File: src/hw/rtl/mqrr_pkg.sv
package mqrr_pkg;

	// Default sizes of the queue array
	localparam int NUM_QUEUES_DEF  = 128;
	localparam int QUEUE_DEPTH_DEF = 16;

	// Fixed field widths of the transactions
	localparam int QID_W   = 7;
	localparam int TAG_W   = 8;
	localparam int CNT8_W  = 8;
	localparam int LEN_W   = 5;
	localparam int QID_NUM = 1 << QID_W;

	typedef enum logic {
		OP_APPEND = 1'b0,
		OP_DONE   = 1'b1
	} op_t;

	typedef enum logic [2:0] {
		STAT_APPENDED = 3'd0,
		STAT_KEPT     = 3'd1,
		STAT_REMOVED  = 3'd2,
		STAT_EMPTY    = 3'd3,
		STAT_FULL     = 3'd4
	} status_t;

	// One queue slot: tag and repeats still owed
	typedef struct packed {
		logic [TAG_W-1:0]  tag;
		logic [CNT8_W-1:0] remaining;
	} slot_t;

	// Controller to datapath commands
	typedef struct packed {
		logic accept;
		logic clr_wr;
		logic slot_rd;
		logic exec;
	} ctl_cmd_t;

	// Datapath to controller status
	typedef struct packed {
		logic clr_last;
		logic out_full;
	} ctl_sts_t;

endpackage

File: src/hw/rtl/mqrr_ctrl.sv
module mqrr_ctrl (
	input  logic                clk,
	input  logic                arst_n,
	input  logic                cmd_valid,
	output logic                cmd_ready,
	output mqrr_pkg::ctl_cmd_t  ctl_cmd,
	input  mqrr_pkg::ctl_sts_t  ctl_sts
);
	import mqrr_pkg::*;

	typedef enum logic [3:0] {
		S_CLEAR = 4'b0001,
		S_IDLE  = 4'b0010,
		S_PTR   = 4'b0100,
		S_EXEC  = 4'b1000
	} state_t;

	state_t state_q;
	state_t state_nxt;

	// Sequence: clearing pass after reset, then per command pointer read, slot read, update and result
	always_comb begin
		state_nxt = state_q;
		ctl_cmd   = '0;
		cmd_ready = 1'b0;
		case (state_q)
			S_CLEAR: begin
				ctl_cmd.clr_wr = 1'b1;
				if (ctl_sts.clr_last) begin
					state_nxt = S_IDLE;
				end
			end
			S_IDLE: begin
				cmd_ready = 1'b1;
				if (cmd_valid) begin
					ctl_cmd.accept = 1'b1;
					state_nxt      = S_PTR;
				end
			end
			S_PTR: begin
				ctl_cmd.slot_rd = 1'b1;
				state_nxt       = S_EXEC;
			end
			S_EXEC: begin
				// Hold until the result register can take the transaction
				if (!ctl_sts.out_full) begin
					ctl_cmd.exec = 1'b1;
					state_nxt    = S_IDLE;
				end
			end
			default: begin
				state_nxt = S_CLEAR;
			end
		endcase
	end

	always_ff @(posedge clk or negedge arst_n) begin
		if (!arst_n) begin
			state_q <= S_CLEAR;
		end else begin
			state_q <= state_nxt;
		end
	end

endmodule

File: config.mk
export PLATFORM = sky130hd
export DESIGN_NAME = mqrr_ctrl
export DESIGN_NICKNAME = d
export VERILOG_FILES = /design/src/hw/rtl/mqrr_pkg.sv /design/src/hw/rtl/mqrr_ctrl.sv
export SDC_FILE = /design/constraint.sdc
export NUM_CORES = 1
export LEC_CHECK = 0
export BUFFER_PORTS_ARGS = -buffer_cell sky130_fd_sc_hd__buf_2
export CORE_AREA = 2 2 39 41
export CTS_CLUSTER_DIAMETER = 40
export DETAILED_ROUTE_END_ITERATION = 10
export DIE_AREA = 0 0 41 43
export GPL_ROUTABILITY_DRIVEN = 0
export PLACE_DENSITY = 0.48
export SLEW_MARGIN = 20
export SYNTH_ARGS = -nofsm -noshare
export SYNTH_HDL_FRONTEND = slang
export SYNTH_SLANG_ARGS = --single-unit
File: constraint.sdc
create_clock -name clk -period 1.1 [get_ports clk]
set_input_delay 0.11 -clock clk [delete_from_list [all_inputs] [get_ports clk]]
set_output_delay 0.11 -clock clk [all_outputs]
set_load 0.05 [all_outputs]
==> flow_summary.yaml <==
clocking:
  clock_path_buffers: 2
  cts_num_sinks: 4
  cts-root-buf: "clkbuf_4"
  cts_tree: "yes"
  cts.htree.levels: 1
  cts_made_buffers: 3
  clkLatencyLatePin_ns: 0.24
  clk_pin_slew_ns: 0.05
critical_path:
  critPathArrivalTime_ns: 1.33
  cp_max_fo: 3
  r2r_end: "state_q[0]"
  reg2reg_from: "state_q[2]"
  reg2reg_depth: 6
  cp-end-kind: "output port"
  endpoint: "ctl_cmd[2]"
  critPathLaunch: "state_q[3]"
  worstSetupPathType: "reg2out"
  r2r_setup_slack_ns: -0.24
  startpoint_type: "register"
  required_ns: 0.99
logic_synthesis:
  synth.avg_cell_area_um2: 10.7
  yosysTopAreaCellShare: 0.270
  syn_nets: 31
  synth.area.top_cells: "dfrtp_1 (27%), dfstp_2 (9.5%), nor4b_4 (8.6%)"
  ys_seq_area_frac: 0.365
  ys_ff_latch: 4
  synth_cell_type_count: 20
  synth.cell_area_um2: 278
  synth_cells: 26
  synth_top_area_cell: "dfrtp_1"
  synth_warnings: 0
timing:
  period_needed_ns: 1.44
  fmax_mhz: 695
  tns_ns: -1.90
  slew_headroom: 0.827
  tightest_slew_ns: 0.259
  finalSetupViolations: 8
  finalMaxSlewViolations: 0
  clock_skew_ns: 0.00925
  finalHoldViolations: 0
  min_period_over_period: 1.31
  grt_setup_unrepaired: "true"
  fin_ws_ns: -0.338
power:
  p_switching_uw: 570
  cellLeakagePower_nw: 0.247
  switching_share: 0.426
  p_comb_frac: 0.641
  power_density_nw_per_um2: 2320
  clkPwrFrac: 0.156
  p_int_uw: 767
  seqPwrFrac: 0.203
  power.total_mw: 1.34
  ir_drop_mv: 0.904
cells_and_area:
  areaGrowthSynthToFinish_pct: 107
  nFillCells: 132
  drive_above_1_share: 0.780
  largest_reg_flops: 4
  layout_common_cells: "buf_6 (10), buf_4 (6), clkbuf_4 (4), buf_2 (4)"
  top_regs: "state_q: 4 flops"
  diodes: 0
  regMostFlops: "state_q"
  post-route-cell-area_um2: 576
  nets: 56
  final_common_cell: "buf_6"
grt:
  grt_pass1_vias: 311
  antenna_found_initial: 0
  grt_max_degree: 8
  grt_pass1_wl_um: 1300
  gr-total-overflow: 0
  grtUsageTotal: 0.114
drt:
  vias: 303
  drc_errors: 0
  ant_nets: 0
  wl_per_cell_um: 12.5
  first_iter_violations: 4
  drt-pass1-iter-count: 2
  via_per_inst: 4.59
  wl_um: 827
die:
  ioPinCount: 10
  core-area_um2: 1380
  die_h_um: 43
  die_area_um2: 1760
  num_rows: 14
  start_util: 0.201
  die_w_um: 41
flow_run:
  maxCapViolCount: 0
placed_design:
  place_area_um2: 385
  port_buffers: 9
  dp_hpwl_um: 513
hold_path:
  hold_path.class: "in2reg"
run_status:
  status: "complete, but fails checks"
  violations: "setup timing"
[worst min-delay path by stage]
| stage | from | endpoint | slack [ns] | cells past startpoint |
|---|---|---|---|---|
| 3_5_place_dp | arst_n | state_q[1] | -0.08 | 1 |
| 2_1_floorplan | arst_n | state_q[1] | -0.19 | 0 |
| 5_1_grt | ctl_sts[1] | state_q[1] | 0.13 | 3 |
| 4_1_cts | cmd_valid | state_q[2] | 0.12 | 2 |
| 3_3_place_gp | arst_n | state_q[1] | -0.08 | 1 |
| 6_report | cmd_valid | state_q[2] | 0.12 | 2 |
[routing by layer]
| layer | up-vias | wire (um) | global-route usage |
|---|---|---|---|
| met3 | 2 | 43 | 0.0681 |
| li1 | 138 | - | - |
| met2 | 12 | 502 | 0.144 |
| met5 | - | 0 | 0 |
| met4 | 0 | 10 | 0.0800 |
| met1 | 151 | 271 | 0.137 |
[power groups by stage]
stage / Combinational, mW / Clock (mW) / Sequential [mW]
global placement: 0.586 / 0 / 0.268
finish: 0.856 / 0.209 / 0.271
detailed placement: 0.591 / 0 / 0.268
global route: 0.899 / 0.229 / 0.274
floorplan: 0.452 / 0 / 0.255
CTS: 0.722 / 0.212 / 0.270
[synth_stat cells]
cell type / count
nand2b_1: 2
and2_2: 2
nor2_1: 1
o21ai_0: 2
dfrtp_1: 3
nor3_1: 1
nor4b_2: 1
dfstp_2: 1
nand2_1: 1
nand3b_1: 1
buf_4: 1
nor4b_4: 1
xor2_1: 1
nor4_1: 1
a21oi_1: 1
a211oi_1: 1
o21a_1: 1
buf_6: 2
nor3b_1: 1
o31ai_1: 1
[critical path: stages, from the launching register on]
cell and delay, ns:
dfrtp_2 0.43, buf_6 0.13, nor4b_4 0.31, buf_6 0.20
[through the flow]
stage / worst slack [ns] / util / hold slack (ns) / cells
final: -0.338 / 0.416 / 0.124 / 66
after global routing: -0.401 / 0.416 / 0.132 / 66
after CTS: -0.331 / 0.352 / 0.122 / 62
after detailed placement: -0.191 / 0.278 / -0.0828 / 54
after global placement: -0.148 / 0.278 / -0.0818 / 54
after floorplan: -0.562 / - / -0.186 / 26
[logic make-up after synthesis]
family          share of synthesized area
flops                               0.365
buf+inv                             0.108
xor+xnor                           0.0315
simple gates                        0.360
compound gates                      0.135
[area by class of cell]
cell class	count	area, um2	share of cell area
Multi-Input combinational cell	19	215	0.374
Timing Repair Buffer	23	210	0.365
Sequential cell	4	104	0.180
Clock buffer	4	26.3	0.0457
Tap cell	16	20.0	0.0348
[repair_timing]
action	4_1_cts	5_1_grt
setup endpoints to repair	7	8
gates resized for setup	14	15
setup buffers	3	5
pin swaps	4	7
hold buffers	1	0
hold endpoints to repair	4	0
Note: power is estimated with default switching activity, not from simulation.
